===== config.mk =====
export PLATFORM = sky130hd
export DESIGN_NAME = rgb_to_hsv_gray_classify_core
export DESIGN_NICKNAME = d
export VERILOG_FILES = /design/src/rtl/core/rthg_pkg.sv /design/src/rtl/core/rgb_to_hsv_gray_classify_core.sv /design/src/rtl/core/rthg_front.sv /design/src/rtl/core/rthg_div.sv
export SDC_FILE = /design/constraint.sdc
export NUM_CORES = 1
export LEC_CHECK = 0
export BUFFER_PORTS_ARGS = -buffer_cell sky130_fd_sc_hd__buf_2
export CAP_MARGIN = 20
export CORE_MARGIN = 4
export CORE_UTILIZATION = 30
export DETAILED_ROUTE_END_ITERATION = 12
export PLACE_DENSITY = 0.51
export SLEW_MARGIN = 5
export SYNTH_ARGS = -nofsm -noshare
export SYNTH_HDL_FRONTEND = slang
export SYNTH_SLANG_ARGS = --single-unit

===== constraint.sdc =====
create_clock -name i_clk -period 11.55 [get_ports i_clk]
set_input_delay 3.465 -clock i_clk [delete_from_list [all_inputs] [get_ports i_clk]]
set_output_delay 3.465 -clock i_clk [all_outputs]
set_load 0.005 [all_outputs]

===== src/rtl/core/rthg_pkg.sv =====
// shared types for the rgb to hsv converter and gray classifier
`default_nettype none

package rthg_pkg;

    // pixel component and derived widths
    localparam int unsigned COMP_W = 8;
    localparam int unsigned TOT_W  = 18;   // hue dividend, at most 721*255
    localparam int unsigned HDIV_W = 9;    // hue divisor, twice the delta
    localparam int unsigned SDVD_W = 15;   // saturation dividend, delta*100
    localparam int unsigned QUOT_W = 9;    // quotient width of both dividers
    localparam int unsigned HUE_W  = 9;
    localparam int unsigned PCT_W  = 7;

    // hue wrap point
    localparam logic [QUOT_W-1:0] HUE_WRAP = 9'd360;

    // front end to divider hand-off
    typedef struct packed {
        logic              valid;
        logic [TOT_W-1:0]  hue_dvd;
        logic [HDIV_W-1:0] hue_dsr;
        logic [SDVD_W-1:0] sat_dvd;
        logic [COMP_W-1:0] sat_dsr;
        logic [PCT_W-1:0]  val_pct;
        logic              is_gray;
    } t_front;

    // which component is the maximum, and the sign case for red
    typedef enum logic [1:0] {
        SEC_RED_POS,
        SEC_RED_NEG,
        SEC_GREEN,
        SEC_BLUE
    } t_sector;

endpackage

`default_nettype wire


===== src/rtl/core/rgb_to_hsv_gray_classify_core.sv =====
// top level of the rgb to hsv converter with black/white/gray flag
`default_nettype none

// Converts one 24-bit RGB pixel per clock into hue in whole degrees (rounded
// half up, 360 wraps to 0), saturation and value in truncated whole percent,
// and a flag for black, white or gray pixels. A transaction is taken on every
// clock edge where start is high; busy stays low, so a new pixel may enter
// each cycle. Each result appears for one cycle with o_valid high after 3
// front-end stages (pixel capture, max/min, divider operands), 9 stages of
// the bit-per-stage hue and saturation dividers, and one output register.
// Results leave in the order the pixels came in; the receiver must take them
// as they appear, since the pipeline cannot be held.
module rgb_to_hsv_gray_classify_core (
    input  wire logic        i_clk,
    input  wire logic        i_rst_n,
    input  wire logic        start,
    output logic             busy,
    input  wire logic [23:0] i_pixel_rgb,
    output logic             o_valid,
    output logic [8:0]       o_hue_deg,
    output logic [6:0]       o_sat_pct,
    output logic [6:0]       o_val_pct,
    output logic             o_is_gray
);
    import rthg_pkg::*;

    t_front            w_front;
    logic              w_hue_valid, w_sat_valid;
    logic [QUOT_W-1:0] w_hue_q, w_sat_q;
    logic              w_gray_d;
    logic [PCT_W-1:0]  w_val_d;

    logic              r_valid;
    logic [HUE_W-1:0]  r_hue;
    logic [PCT_W-1:0]  r_sat, r_val;
    logic              r_gray;

    assign busy = 1'b0;

    rthg_front u_front (
        .i_clk       (i_clk),
        .i_rst_n     (i_rst_n),
        .i_valid     (start & ~busy),
        .i_pixel_rgb (i_pixel_rgb),
        .o_front     (w_front)
    );

    rthg_div #(
        .DVD_W  (TOT_W),
        .DSR_W  (HDIV_W),
        .Q_W    (QUOT_W),
        .SIDE_W (1)
    ) u_hue_div (
        .i_clk      (i_clk),
        .i_rst_n    (i_rst_n),
        .i_valid    (w_front.valid),
        .i_dividend (w_front.hue_dvd),
        .i_divisor  (w_front.hue_dsr),
        .i_side     (w_front.is_gray),
        .o_valid    (w_hue_valid),
        .o_quot     (w_hue_q),
        .o_side     (w_gray_d)
    );

    // same depth as the hue divider so both results line up
    rthg_div #(
        .DVD_W  (SDVD_W),
        .DSR_W  (COMP_W),
        .Q_W    (QUOT_W),
        .SIDE_W (PCT_W)
    ) u_sat_div (
        .i_clk      (i_clk),
        .i_rst_n    (i_rst_n),
        .i_valid    (w_front.valid),
        .i_dividend (w_front.sat_dvd),
        .i_divisor  (w_front.sat_dsr),
        .i_side     (w_front.val_pct),
        .o_valid    (w_sat_valid),
        .o_quot     (w_sat_q),
        .o_side     (w_val_d)
    );

    always_ff @(posedge i_clk) begin
        if (!i_rst_n) begin
            r_valid <= 1'b0;
        end else begin
            r_valid <= w_hue_valid & w_sat_valid;
        end
        // rounding can reach 360, which wraps to 0
        r_hue  <= (w_hue_q >= HUE_WRAP) ? HUE_W'(w_hue_q - HUE_WRAP) : HUE_W'(w_hue_q);
        r_sat  <= w_sat_q[PCT_W-1:0];
        r_val  <= w_val_d;
        r_gray <= w_gray_d;
    end

    assign o_valid   = r_valid;
    assign o_hue_deg = r_hue;
    assign o_sat_pct = r_sat;
    assign o_val_pct = r_val;
    assign o_is_gray = r_gray;

endmodule

`default_nettype wire


===== src/rtl/core/rthg_front.sv =====
// front end: max/min, sector choice, divider operands, value and gray flag
`default_nettype none

module rthg_front (
    input  wire logic                   i_clk,
    input  wire logic                   i_rst_n,
    input  wire logic                   i_valid,
    input  wire logic [23:0]            i_pixel_rgb,
    output rthg_pkg::t_front            o_front
);
    import rthg_pkg::*;

    // stage a: captured pixel
    logic              r_a_valid;
    logic [23:0]       r_a_rgb;

    // stage b: extremes and sector
    logic              r_b_valid;
    logic [COMP_W-1:0] r_b_mx;
    logic [COMP_W-1:0] r_b_d;
    logic signed [8:0] r_b_num;
    t_sector           r_b_sec;

    // stage c: divider operands
    t_front            r_c;

    logic [COMP_W-1:0] w_r, w_g, w_b;
    logic [COMP_W-1:0] n_mx, n_mn;
    logic signed [8:0] n_num;
    t_sector           n_sec;

    always_comb begin
        w_r = r_a_rgb[23:16];
        w_g = r_a_rgb[15:8];
        w_b = r_a_rgb[7:0];
        n_mx = w_r;
        if (w_g > n_mx) n_mx = w_g;
        if (w_b > n_mx) n_mx = w_b;
        n_mn = w_r;
        if (w_g < n_mn) n_mn = w_g;
        if (w_b < n_mn) n_mn = w_b;
        // ties go to red first, then green
        priority if (w_r >= w_g && w_r >= w_b) begin
            n_num = $signed({1'b0, w_g}) - $signed({1'b0, w_b});
            n_sec = (w_g >= w_b) ? SEC_RED_POS : SEC_RED_NEG;
        end else if (w_g >= w_b) begin
            n_num = $signed({1'b0, w_b}) - $signed({1'b0, w_r});
            n_sec = SEC_GREEN;
        end else begin
            n_num = $signed({1'b0, w_r}) - $signed({1'b0, w_g});
            n_sec = SEC_BLUE;
        end
    end

    // 2*offset+1 for the half-up rounding of the hue
    logic [9:0]         w_coef;
    logic signed [18:0] w_num_x, w_d_x, w_coef_x, w_tot;
    logic [SDVD_W-1:0]  w_d100, w_v100;
    logic [15:0]        w_val_sum;
    logic               w_s5, w_s15, w_gt30, w_gt15;
    t_front             n_c;

    always_comb begin
        unique case (r_b_sec)
            SEC_RED_POS: w_coef = 10'd1;
            SEC_RED_NEG: w_coef = 10'd721;
            SEC_GREEN:   w_coef = 10'd241;
            SEC_BLUE:    w_coef = 10'd481;
            default:     w_coef = 10'd1;
        endcase
        w_num_x  = {{10{r_b_num[8]}}, r_b_num};
        w_d_x    = {11'b0, r_b_d};
        w_coef_x = {9'b0, w_coef};
        w_tot    = w_num_x * 19'sd120 + w_coef_x * w_d_x;

        w_d100 = SDVD_W'(r_b_d) * SDVD_W'(100);
        w_v100 = SDVD_W'(r_b_mx) * SDVD_W'(100);
        // exact floor(x/255) for x = max*100, at most 25500
        w_val_sum = 16'(w_v100) + 16'd1 + 16'(w_v100 >> 8);

        w_s5   = w_d100 <= SDVD_W'(r_b_mx) * SDVD_W'(5);
        w_s15  = w_d100 <= SDVD_W'(r_b_mx) * SDVD_W'(15);
        w_gt30 = w_v100 > SDVD_W'(7650);
        w_gt15 = w_v100 > SDVD_W'(3825);

        n_c.valid   = r_b_valid;
        // zero delta or zero max: dividend 0 over divisor 1
        n_c.hue_dvd = (r_b_d != '0) ? w_tot[TOT_W-1:0] : '0;
        n_c.hue_dsr = (r_b_d != '0) ? {r_b_d, 1'b0} : HDIV_W'(1);
        n_c.sat_dvd = w_d100;
        n_c.sat_dsr = (r_b_mx != '0) ? r_b_mx : COMP_W'(1);
        n_c.val_pct = w_val_sum[14:8];
        n_c.is_gray = (w_gt30 & w_s5) | (w_gt15 & ~w_gt30 & w_s15) | ~w_gt15;
    end

    always_ff @(posedge i_clk) begin
        if (!i_rst_n) begin
            r_a_valid <= 1'b0;
            r_b_valid <= 1'b0;
            r_c.valid <= 1'b0;
        end else begin
            r_a_valid <= i_valid;
            r_b_valid <= r_a_valid;
            r_c.valid <= n_c.valid;
        end
        r_a_rgb     <= i_pixel_rgb;
        r_b_mx      <= n_mx;
        r_b_d       <= n_mx - n_mn;
        r_b_num     <= n_num;
        r_b_sec     <= n_sec;
        r_c.hue_dvd <= n_c.hue_dvd;
        r_c.hue_dsr <= n_c.hue_dsr;
        r_c.sat_dvd <= n_c.sat_dvd;
        r_c.sat_dsr <= n_c.sat_dsr;
        r_c.val_pct <= n_c.val_pct;
        r_c.is_gray <= n_c.is_gray;
    end

    assign o_front = r_c;

endmodule

`default_nettype wire


===== src/rtl/core/rthg_div.sv =====
// pipelined restoring divider, one quotient bit per stage
`default_nettype none

module rthg_div #(
    parameter int unsigned DVD_W  = 18,
    parameter int unsigned DSR_W  = 9,
    parameter int unsigned Q_W    = 9,
    parameter int unsigned SIDE_W = 1
) (
    input  wire logic              i_clk,
    input  wire logic              i_rst_n,
    input  wire logic              i_valid,
    input  wire logic [DVD_W-1:0]  i_dividend,
    input  wire logic [DSR_W-1:0]  i_divisor,
    input  wire logic [SIDE_W-1:0] i_side,
    output logic                   o_valid,
    output logic [Q_W-1:0]         o_quot,
    output logic [SIDE_W-1:0]      o_side
);
    // compare width covers both the remainder and the shifted divisor
    localparam int unsigned CW = (DVD_W > DSR_W + Q_W) ? DVD_W : DSR_W + Q_W;

    logic              r_valid [0:Q_W-1];
    logic [Q_W-1:0]    r_quo   [0:Q_W-1];
    logic [SIDE_W-1:0] r_side  [0:Q_W-1];
    logic [DVD_W-1:0]  r_rem   [0:Q_W-2];
    logic [DSR_W-1:0]  r_dsr   [0:Q_W-2];

    for (genvar s = 0; s < Q_W; s++) begin : g_stage
        localparam int unsigned K = Q_W - 1 - s;

        logic              w_valid_in;
        logic [DVD_W-1:0]  w_rem_in;
        logic [DSR_W-1:0]  w_dsr_in;
        logic [Q_W-1:0]    w_quo_in;
        logic [SIDE_W-1:0] w_side_in;
        logic [CW-1:0]     w_trial, w_rem_x;
        logic              w_take;

        if (s == 0) begin : g_first
            assign w_valid_in = i_valid;
            assign w_rem_in   = i_dividend;
            assign w_dsr_in   = i_divisor;
            assign w_quo_in   = '0;
            assign w_side_in  = i_side;
        end else begin : g_next
            assign w_valid_in = r_valid[s-1];
            assign w_rem_in   = r_rem[s-1];
            assign w_dsr_in   = r_dsr[s-1];
            assign w_quo_in   = r_quo[s-1];
            assign w_side_in  = r_side[s-1];
        end

        assign w_trial = CW'(w_dsr_in) << K;
        assign w_rem_x = CW'(w_rem_in);
        assign w_take  = w_rem_x >= w_trial;

        always_ff @(posedge i_clk) begin
            if (!i_rst_n) begin
                r_valid[s] <= 1'b0;
            end else begin
                r_valid[s] <= w_valid_in;
            end
            r_quo[s]  <= w_quo_in | (Q_W'(w_take) << K);
            r_side[s] <= w_side_in;
        end

        if (s < Q_W - 1) begin : g_carry
            always_ff @(posedge i_clk) begin
                r_rem[s] <= w_take ? DVD_W'(w_rem_x - w_trial) : w_rem_in;
                r_dsr[s] <= w_dsr_in;
            end
        end
    end

    assign o_valid = r_valid[Q_W-1];
    assign o_quot  = r_quo[Q_W-1];
    assign o_side  = r_side[Q_W-1];

endmodule

`default_nettype wire


==> qor.csv, run 1 <==
stage,metric,value,unit
synth,Synth top area share,41.9,%
clock_tree,worst skew pair latency,0.63,ns
synth,Yosys reg bits,650,
clock_tree,post-cts resize count,0,
clock_tree,CTS root buffer,clkbuf_16,
clock_tree,CTS tree,done,
detailed_routing,wire length per cell,12.4,µm
sta,Worst Max-Slew Pin Slew,1.05,ns
grt,initial antenna violation count,0,
sta,fmax,153,MHz
cells_and_area,fin nets,3754,
cells_and_area,design area,35600,µm²
clock_tree,post-CTS setup buffer count,0,
floorplanning,row count,117,
synth,Netlist cell types,70,
sta,relative slew slack,29.6,%
sta,max-slew violations,0,
sta,Final min period,6.52,ns
clock_tree,"CTS clk-pin slew, worst paths",0.06,ns
synth,most numerous cell in the Yosys netlist,dfxtp_1,
placement,dpl hpwl,45200,µm
clock_tree,CTS H-tree depth,3,
critical_path,Critical R2R Launch,u_front.r_b_num[1],
critical_path,CP required,12.05,ns
synth,Syn Area/Cell,9.85,µm²
synth,Synth Flop Type,dfxtp_1,
cells_and_area,Diodes inserted,0,
synth,asr flop ratio synth,0,%
synth,area of the mapped netlist,31000,µm²
grt,Total GRT Usage,10.9,%
sta,RSZ-0062 raised after global routing,no,
worst_hold_path,worst min-delay path category,register to register,
synth,"top cells by count, synth","dfxtp_1 (650), inv_1 (388), ha_1 (382), nor2_1 (210), a21oi_1 (196)",
synth,sequential fraction of the synthesis area,41.9,%
clock_tree,number of clock sinks,650,
critical_path,crit start category,register,
floorplanning,Initial Util,30.3,%
critical_path,CP max FO,4,
floorplanning,Die Ht,330,µm
cells_and_area,ratio of cells with drive above 1 in the final layout,7.13,%
sta,Final setup viols,0,
synth,cell taking the most area after synthesis,dfxtp_1,
detailed_routing,routed vias,20413,
grt,first-pass GRT wire length,99600,µm
floorplanning,die area,109000,µm²
sta,Hold Fails Final Rpt,0,
critical_path,Setup crit end kind,register,
grt,vias in the first global route,20780,
flow_run,max-cap check violation count,0,
clock_tree,clock buffer depth,3,
critical_path,critical path class,register to register,
synth,Area contributors post-synth,"dfxtp_1 (42%), ha_1 (15%), fa_1 (5.8%), inv_1 (4.7%), xnor2_1 (3.3%)",
critical_path,Worst Setup EP,u_front.o_front[57],
floorplanning,Die Wd,330,µm
run_status,outcome,finished clean,
clock_tree,CTS Buf Count,73,
placement,I/O Buffers,51,
grt,pin count of the biggest net entering global routing,24,
cells_and_area,area growth from synthesis to layout,14.7,%
critical_path,Crit path arrival time,7.02,ns
detailed_routing,Iter 0 DRT Violations,675,
critical_path,Worst Setup SP,u_front.r_b_num[1],
clock_tree,cts-stage hold buffer count,0,
grt,grt total ovfl,0,
critical_path,R2R setup slack,5.03,ns
floorplanning,Core ar.,102000,µm²
synth,Post-synth EDFFs,0,
sta,Final TNS setup,0,ns
critical_path,Worst Reg-to-Reg Cells,24,
detailed_routing,Antenna Violating Nets Remaining,0,
placement,GPL Wtd Cong,0.856,
critical_path,r2r endpoint,u_front.o_front[57],
floorplanning,IO Pins,53,
cells_and_area,Fill cells,10363,
sta,fin crit share,56.4,%
detailed_routing,DRC errors left,0,
synth,Synth warnings,0,
detailed_routing,final WL,58000,µm
synth,Mapped Cells,3151,
placement,Post-Place Cell Area,33000,µm²
detailed_routing,router iterations before antenna repair,5,
synth,syn nets,3650,
detailed_routing,via/cell ratio,4.36,
sta,Clock Skew,0.0580,ns
## how the worst min path moves through the flow
stage	end	slack [ns]	start	depth (start not counted)
after floorplan	o_is_gray	0.31	u_hue_div.r_side[8]	0
after global placement	u_sat_div.r_side[1][1]	0.31	u_sat_div.r_side[0][1]	0
after detailed placement	o_sat_pct[1]	0.31	u_sat_div.r_quo[8][1]	0
after CTS	u_sat_div.r_quo[7][6]	0.30	u_sat_div.r_quo[6][6]	0
after global routing	u_sat_div.r_side[1][0]	0.31	u_sat_div.r_side[0][0]	0
final	u_sat_div.r_quo[7][6]	0.31	u_sat_div.r_quo[6][6]	0
## worst max-delay path: stages (launching register included)
cell	delay [ns]
dfxtp_1	0.32
ha_1	0.33
xor2_1	0.15
ha_1	0.27
inv_1	0.05
fa_1	0.50
inv_1	0.04
ha_1	0.33
nand2_1	0.06
o21ai_0	0.35
xnor2_1	0.20
fa_1	0.47
fa_1	0.51
inv_1	0.05
fa_1	0.46
fa_1	0.49
ha_1	0.36
o21ai_0	0.23
o21ai_0	0.13
a21oi_1	0.23
nor2b_1	0.07
o21ai_0	0.24
a21oi_1	0.13
xnor3_1	0.35
nor2_1	0.10
## cells in the final DEF (no fill, tap or decap), types with 8 or more instances in the layout
cell type,synthesis,routed
dfxtp_1,650,650
inv_1,388,388
ha_1,382,382
nor2_1,210,210
a21oi_1,196,196
o21ai_0,148,148
nand2_1,144,144
xnor2_1,116,116
fa_1,90,90
xor2_1,86,86
nor3_1,74,74
clkbuf_16,0,74
nor2b_1,69,69
a21o_1,63,63
nand2b_1,54,54
buf_2,0,51
and2_1,47,47
o21a_1,39,39
nand3_1,36,36
mux2_2,32,32
nand4_1,27,27
o31ai_1,27,27
mux2i_1,24,24
a211oi_1,21,21
a21boi_0,18,18
a31oi_1,16,16
clkbuf_8,0,16
or4_1,15,15
or3_1,13,13
nor4_1,14,13
nand3b_1,11,11
or2_2,11,11
bufinv_16,0,11
o21bai_1,10,10
nor4b_1,10,10
buf_4,1,10
clkbuf_1,28,9
and4_1,8,8
## area by class of cell
type	count	area [µm²]	area share [%]
multi-input combinational	2080	16400	46.2
sequential	650	13000	36.5
clock buffer	99	2110	5.91
tap	1368	1710	4.81
inverter	389	1460	4.10
clock inverter	33	557	1.56
timing repair buffer	61	330	0.927
## routing by layer
layer / wire (µm) / global-route usage, % / vias up
li1: - / - / 10845
met1: 27100 / 13.5 / 9196
met2: 27200 / 19.1 / 249
met3: 1870 / 1.92 / 123
met4: 1920 / 4.14 / 0
met5: 0 / 0 / -
## stage by stage
| stage | worst slack, ns | hold WS [ns] | std cells | utilization (%) |
|---|---|---|---|---|
| after global routing | 4.49 | 0.315 | 4680 | 34.8 |
| after global placement | 5.11 | 0.309 | 4548 | 32.2 |
| after floorplan | 5.53 | 0.310 | 3151 | - |
| after CTS | 4.98 | 0.304 | 4680 | 34.8 |
| after detailed placement | 5.07 | 0.312 | 4548 | 32.2 |
| final | 5.03 | 0.310 | 4680 | 34.8 |
## cells by family (layout without fill, tap and decap cells)
family / Yosys count / after routing / synth area share [%]
and+or+nand+nor: 762 / 762 / 12.5
DFF: 650 / 650 / 41.9
buffers and inverters: 421 / 582 / 5.16
xor gates and xnor gates: 203 / 203 / 5.77
muxes: 59 / 59 / 2.08
AOI/OAI and AO/OA: 583 / 583 / 11.4
other: 1 / 1 / 0.0121
adders and majority gates: 472 / 472 / 21.2
## flip-flops by register name, summed over array words and instances, names as in the netlist
| register | cells |
|---|---|
| o_is_gray | 1 |
| u_hue_div.r_dsr | 63 |
| u_hue_div.r_valid | 4 |
| u_front.r_b_num | 9 |
| u_front.o_front | 54 |
| u_hue_div.r_side | 9 |
| o_val_pct | 7 |
| u_front.r_b_sec | 2 |
| u_sat_div.r_valid | 5 |
| u_front.r_a_valid | 1 |
| u_hue_div.r_rem | 132 |
| o_valid | 1 |
| u_front.r_b_mx | 8 |
| u_front.r_a_rgb | 24 |
| u_front.r_b_valid | 1 |
| u_sat_div.r_dsr | 64 |
| u_sat_div.r_side | 63 |
| u_hue_div.r_quo | 45 |
| o_sat_pct | 7 |
| u_front.r_b_d | 8 |
| u_sat_div.r_rem | 105 |
| o_hue_deg | 9 |
| u_sat_div.r_quo | 28 |
Power of run 1 is left out: the tool's default activity adds up to more than one toggle a clock period on the data nets, which glitch-free logic cannot reach.
==> run 2: changes to the inputs <==
Clock period 11.55 ns to 6.63 ns, I/O delays scaled along.
==> run 2 against run 1 <==
- critical path depth up 3
- core utilization is 0.075 points lower
- die area stayed put
- clock skew is 0.0087 ns lower
- count of clock-buffer cells in the layout rose by 3
- hold slack worse by 0.0098 ns
- critical path type unchanged
==> qor.csv, run 2 (synthesis results as in run 1) <==
stage,metric,value,unit
detailed_routing,DRC errors left,0,
clock_tree,CTS Buf Count,72,
worst_hold_path,worst min-delay path category,register to register,
cells_and_area,ratio of cells with drive above 1 in the final layout,7.29,%
cells_and_area,"most common cell after layout, fill and taps aside",dfxtp_1,
cells_and_area,fin nets,3760,
floorplanning,IO Pins,53,
sta,Final setup viols,0,
flow_run,max-cap check violation count,0,
cells_and_area,largest registers,"u_hue_div.r_rem (132), u_sat_div.r_rem (105), u_sat_div.r_dsr (64)",
placement,I/O Buffers,51,
clock_tree,clock buffer depth,3,
grt,pin count of the biggest net entering global routing,24,
critical_path,CP required,7.15,ns
sta,Hold Fails Final Rpt,0,
critical_path,Crit path arrival time,6.77,ns
floorplanning,Die Wd,330,µm
grt,initial antenna violation count,0,
detailed_routing,Antenna Violating Nets Remaining,0,
clock_tree,worst skew pair latency,0.63,ns
detailed_routing,via/cell ratio,4.36,
floorplanning,die area,109000,µm²
sta,Final TNS setup,0,ns
critical_path,Critical R2R Launch,u_front.r_b_num[1],
detailed_routing,Iter 0 DRT Violations,694,
clock_tree,"CTS clk-pin slew, worst paths",0.06,ns
clock_tree,CTS root buffer,clkbuf_16,
detailed_routing,final WL,58300,µm
critical_path,CP max stage delay,0.56,ns
run_status,outcome,finished clean,
detailed_routing,wire length per cell,12.4,µm
clock_tree,cts-stage hold buffer count,0,
cells_and_area,most frequent cells in the layout,"dfxtp_1 (650), inv_1 (388), ha_1 (382)",
detailed_routing,routed vias,20419,
sta,RSZ-0062 raised after global routing,no,
floorplanning,Initial Util,30.3,%
critical_path,Setup crit end kind,register,
sta,Final min period,6.25,ns
cells_and_area,Multi-input gate area,16500,µm²
critical_path,Crit path top cell by count,ha_1,
placement,GPL Wtd Cong,0.828,
clock_tree,CTS tree,done,
floorplanning,Die Ht,330,µm
critical_path,"Slowest-stage cell, CP",fa_1,
cells_and_area,Top reg by flops,u_hue_div.r_rem,
detailed_routing,router iterations before antenna repair,5,
cells_and_area,Fill cells,10379,
sta,Worst Max-Slew Pin Slew,0.895,ns
critical_path,CP max FO,4,
grt,first-pass GRT wire length,100000,µm
cells_and_area,Diodes inserted,0,
critical_path,R2R setup slack,0.38,ns
critical_path,Worst Reg-to-Reg Cells,27,
sta,fmax,160,MHz
worst_hold_path,min-delay src,u_hue_div.r_quo[0][24],
grt,grt total ovfl,0,
worst_hold_path,WHS Path Cells,0,
sta,max-slew violations,0,
critical_path,crit start category,register,
cells_and_area,max FFs per register,132,
clock_tree,CTS H-tree depth,3,
worst_hold_path,Hold Path End,u_hue_div.r_quo[0][33],
critical_path,critical path class,register to register,
placement,dpl hpwl,45400,µm
sta,relative slew slack,38.8,%
clock_tree,number of clock sinks,650,
grt,vias in the first global route,20994,
grt,Total GRT Usage,11.0,%
floorplanning,row count,117,
sta,Clock Skew,0.0494,ns
sta,fin crit share,94.2,%
critical_path,r2r endpoint,u_front.o_front[57],
cells_and_area,Reg area,13000,µm²
floorplanning,Core ar.,102000,µm²
cells_and_area,area growth from synthesis to layout,14.5,%
run 2: cell type report:
class                           count  area share [%]
Inverter                          389            4.11
Sequential cell                   650            36.6
Clock buffer                      102            5.87
Clock inverter                     30            1.20
Timing Repair Buffer               68            1.08
Multi-Input combinational cell   2080            46.3
Tap cell                         1368            4.82
run 2: critical path, delay by kind of cell, from the launching register on:
kind                       cells  cell delay (ns)
and+or+nand+nor                4             0.42
DFF                            1             0.33
adders and majority gates      9             3.62
buffers and inverters          4             0.19
AOI/OAI and AO/OA              7             1.03
xor gates and xnor gates       3             0.57
run 2: repair_timing:
action,4_1_cts,5_1_grt
resized for setup,0,6
endpoints found under the hold margin,0,0
setup endpoints to repair,0,4
setup buffers,0,0
run 2: worst max-delay path by stage:
stage	start	end	slack, ns
finish	u_front.r_b_num[1]	u_front.o_front[57]	0.38
global route	u_front.r_b_num[1]	u_front.o_front[57]	0.004
CTS	u_front.r_b_num[1]	u_front.o_front[57]	0.06
detailed placement	u_front.r_b_num[1]	u_front.o_front[57]	0.13
global placement	u_front.r_b_num[1]	u_front.o_front[57]	0.19
floorplan	u_front.r_b_num[1]	u_front.o_front[57]	0.61
run 2: through the flow:
step | hold WS [ns] | instances | setup WS, ns | util [%] | cell area (µm²)
after floorplan | 0.310 | 3151 | 0.612 | - | 31000
after global placement | 0.310 | 4554 | 0.195 | 32.3 | 33000
after CTS | 0.303 | 4686 | 0.0586 | 34.7 | 35500
final | 0.300 | 4687 | 0.383 | 34.7 | 35500
after global routing | 0.307 | 4687 | 0.00365 | 34.7 | 35500
after detailed placement | 0.312 | 4554 | 0.130 | 32.3 | 33000
run 2: per-layer routing:
layer  GRT usage, %  vias up  routed length (µm)
met4           4.25        0                2090
met2           19.3      230               27300
li1               -    10875                   -
met1           13.5     9181               27100
met3           1.97      133                1840
met5              0        -                   0
Power of run 2 is left out for the same reason.
==> run 3: changes to the inputs <==
Settings changed: CORE_UTILIZATION 30 to 50, PLACE_DENSITY 0.51 to 0.73.
==> run 3 against run 2 <==
- sequential share of layout area increased by 0.92 points
- die area shrank 39%
- core utilization increased by 22 points
- first-iteration DRC count is 8.1% higher
- critical path depth unchanged
- sequential cell count unchanged
- global-route usage is 5.5 points higher
- worst setup slack got worse by 0.0071 ns
==> qor.csv, run 3 (synthesis results as in run 1) <==
stage,metric,value,unit
clock_tree,number of clock sinks,650,
cells_and_area,"most common cell after layout, fill and taps aside",dfxtp_1,
grt,first-pass GRT wire length,93900,µm
clock_tree,CTS root buffer,clkbuf_16,
sta,fin crit share,94.3,%
grt,pin count of the biggest net entering global routing,24,
sta,RSZ-0062 raised after global routing,no,
floorplanning,IO Pins,53,
cells_and_area,fin nets,3751,
cells_and_area,Fill cells,5254,
detailed_routing,wire length per cell,13.0,µm
sta,fmax,160,MHz
critical_path,CP max FO,4,
placement,GPL Wtd Cong,0.894,
critical_path,Worst Reg-to-Reg Cells,27,
detailed_routing,final WL,53900,µm
sta,Final min period,6.25,ns
detailed_routing,DRC errors left,0,
clock_tree,CTS H-tree depth,3,
sta,Hold Fails Final Rpt,0,
detailed_routing,routed vias,20819,
cells_and_area,design area,34700,µm²
detailed_routing,via/cell ratio,5.03,
detailed_routing,router iterations before antenna repair,7,
run_status,outcome,finished clean,
critical_path,critical path class,register to register,
detailed_routing,Iter 0 DRT Violations,750,
critical_path,Critical R2R Launch,u_front.r_b_num[1],
placement,dpl hpwl,41300,µm
floorplanning,Initial Util,50.4,%
sta,Final TNS setup,0,ns
placement,Post-Place Cell Area,32300,µm²
sta,Clock Skew,0.0252,ns
clock_tree,worst skew pair latency,0.60,ns
sta,final worst slack,0.376,ns
flow_run,max-cap check violation count,0,
grt,grt total ovfl,0,
worst_hold_path,WHS Path Cells,0,
cells_and_area,Diodes inserted,0,
floorplanning,Core ar.,61600,µm²
sta,Worst Max-Slew Pin Slew,0.997,ns
placement,I/O Buffers,51,
clock_tree,CTS tree,done,
sta,relative slew slack,33.2,%
grt,vias in the first global route,21132,
cells_and_area,max FFs per register,132,
critical_path,CP required,7.15,ns
critical_path,r2r endpoint,u_front.o_front[57],
clock_tree,cts-stage hold buffer count,0,
worst_hold_path,min-delay src,u_hue_div.r_side[0],
sta,Final setup viols,0,
critical_path,crit start category,register,
cells_and_area,Top reg by flops,u_hue_div.r_rem,
clock_tree,clock buffer depth,3,
placement,pre-CTS worst setup slack,0.176,ns
worst_hold_path,Hold Path End,u_hue_div.r_side[1],
cells_and_area,Final Util,56.3,%
worst_hold_path,worst min-delay path category,register to register,
detailed_routing,Antenna Violating Nets Remaining,0,
cells_and_area,area growth from synthesis to layout,11.7,%
cells_and_area,largest registers,"u_hue_div.r_rem (132), u_sat_div.r_rem (105), u_sat_div.r_dsr (64)",
floorplanning,Die Ht,257,µm
floorplanning,die area,66100,µm²
grt,Total GRT Usage,16.6,%
cells_and_area,most frequent cells in the layout,"dfxtp_1 (650), inv_1 (388), ha_1 (382)",
clock_tree,CTS Buf Count,68,
clock_tree,"CTS clk-pin slew, worst paths",0.06,ns
critical_path,Crit path arrival time,6.77,ns
grt,initial antenna violation count,0,
cells_and_area,ratio of cells with drive above 1 in the final layout,6.97,%
critical_path,Setup crit end kind,register,
sta,max-slew violations,0,
floorplanning,row count,91,
floorplanning,Die Wd,257,µm
critical_path,R2R setup slack,0.38,ns
==> run 3: cell types whose count changed in the layout (fill, tap and decap cells not counted), sizes merged <==
cell,change
clkinv,+2
buf,-5
clkbuf,-15
inv,-1
==> run 3: critical path, cell delays in order (launching register included) <==
cell and delay (ns):
dfxtp_1 0.33, ha_1 0.33, xor2_1 0.15, ha_1 0.27, inv_1 0.05, fa_1 0.49, inv_1 0.04, ha_1 0.33
a21oi_1 0.19, o21ai_2 0.11, a21o_1 0.19, a21oi_1 0.16, xnor2_1 0.14, ha_1 0.24, inv_1 0.08, fa_1 0.43
fa_1 0.47, fa_1 0.54, inv_1 0.04, ha_1 0.34, nor3_1 0.23, nor2_1 0.10, a21oi_2 0.18, nor2b_1 0.07
o21ai_1 0.16, a21oi_1 0.11, xnor3_1 0.33, nor2_1 0.08
==> run 3: layout make-up <==
type	count	area [µm²]	share of cell area, %
clock buffers	87	1930	5.55
clock inverters	31	429	1.24
repair buffers	63	343	0.989
inverters	389	1460	4.21
multi-input cells	2080	16500	47.5
flip-flops and latches	650	13000	37.5
well taps	837	1050	3.02
==> run 3: worst max path at each step <==
stage / slack, ns / cells after the start / end / start
2_1_floorplan: 0.61 / 27 / u_front.o_front[57] / u_front.r_b_num[1]
3_3_place_gp: 0.29 / 24 / u_front.o_front[57] / u_front.r_b_num[1]
3_5_place_dp: 0.18 / 24 / u_front.o_front[57] / u_front.r_b_num[1]
4_1_cts: 0.17 / 24 / u_front.o_front[57] / u_front.r_b_num[1]
5_1_grt: 0.05 / 26 / u_front.o_front[56] / u_front.r_b_num[1]
6_report: 0.38 / 27 / u_front.o_front[57] / u_front.r_b_num[1]
==> run 3: per-stage QoR <==
step	hold WS (ns)	std cells
after floorplan	0.310	3151
after global placement	0.309	4018
after detailed placement	0.312	4018
after CTS	0.315	4136
after global routing	0.321	4137
final	0.315	4137
==> run 3: per-layer routing <==
| layer | up-vias | GRT usage [%] | wire, µm |
|---|---|---|---|
| met3 | 144 | 2.52 | 1750 |
| li1 | 10851 | - | - |
| met4 | 0 | 7.14 | 2200 |
| met2 | 302 | 31.1 | 27200 |
| met5 | - | 0 | 0 |
| met1 | 9522 | 18.6 | 22800 |
==> run 3: what timing repair did <==
item | in CTS | in global routing
resized for setup | 0 | 6
setup buffers | 0 | 0
setup endpoints to repair | 0 | 4
Power of run 3 is left out for the same reason.
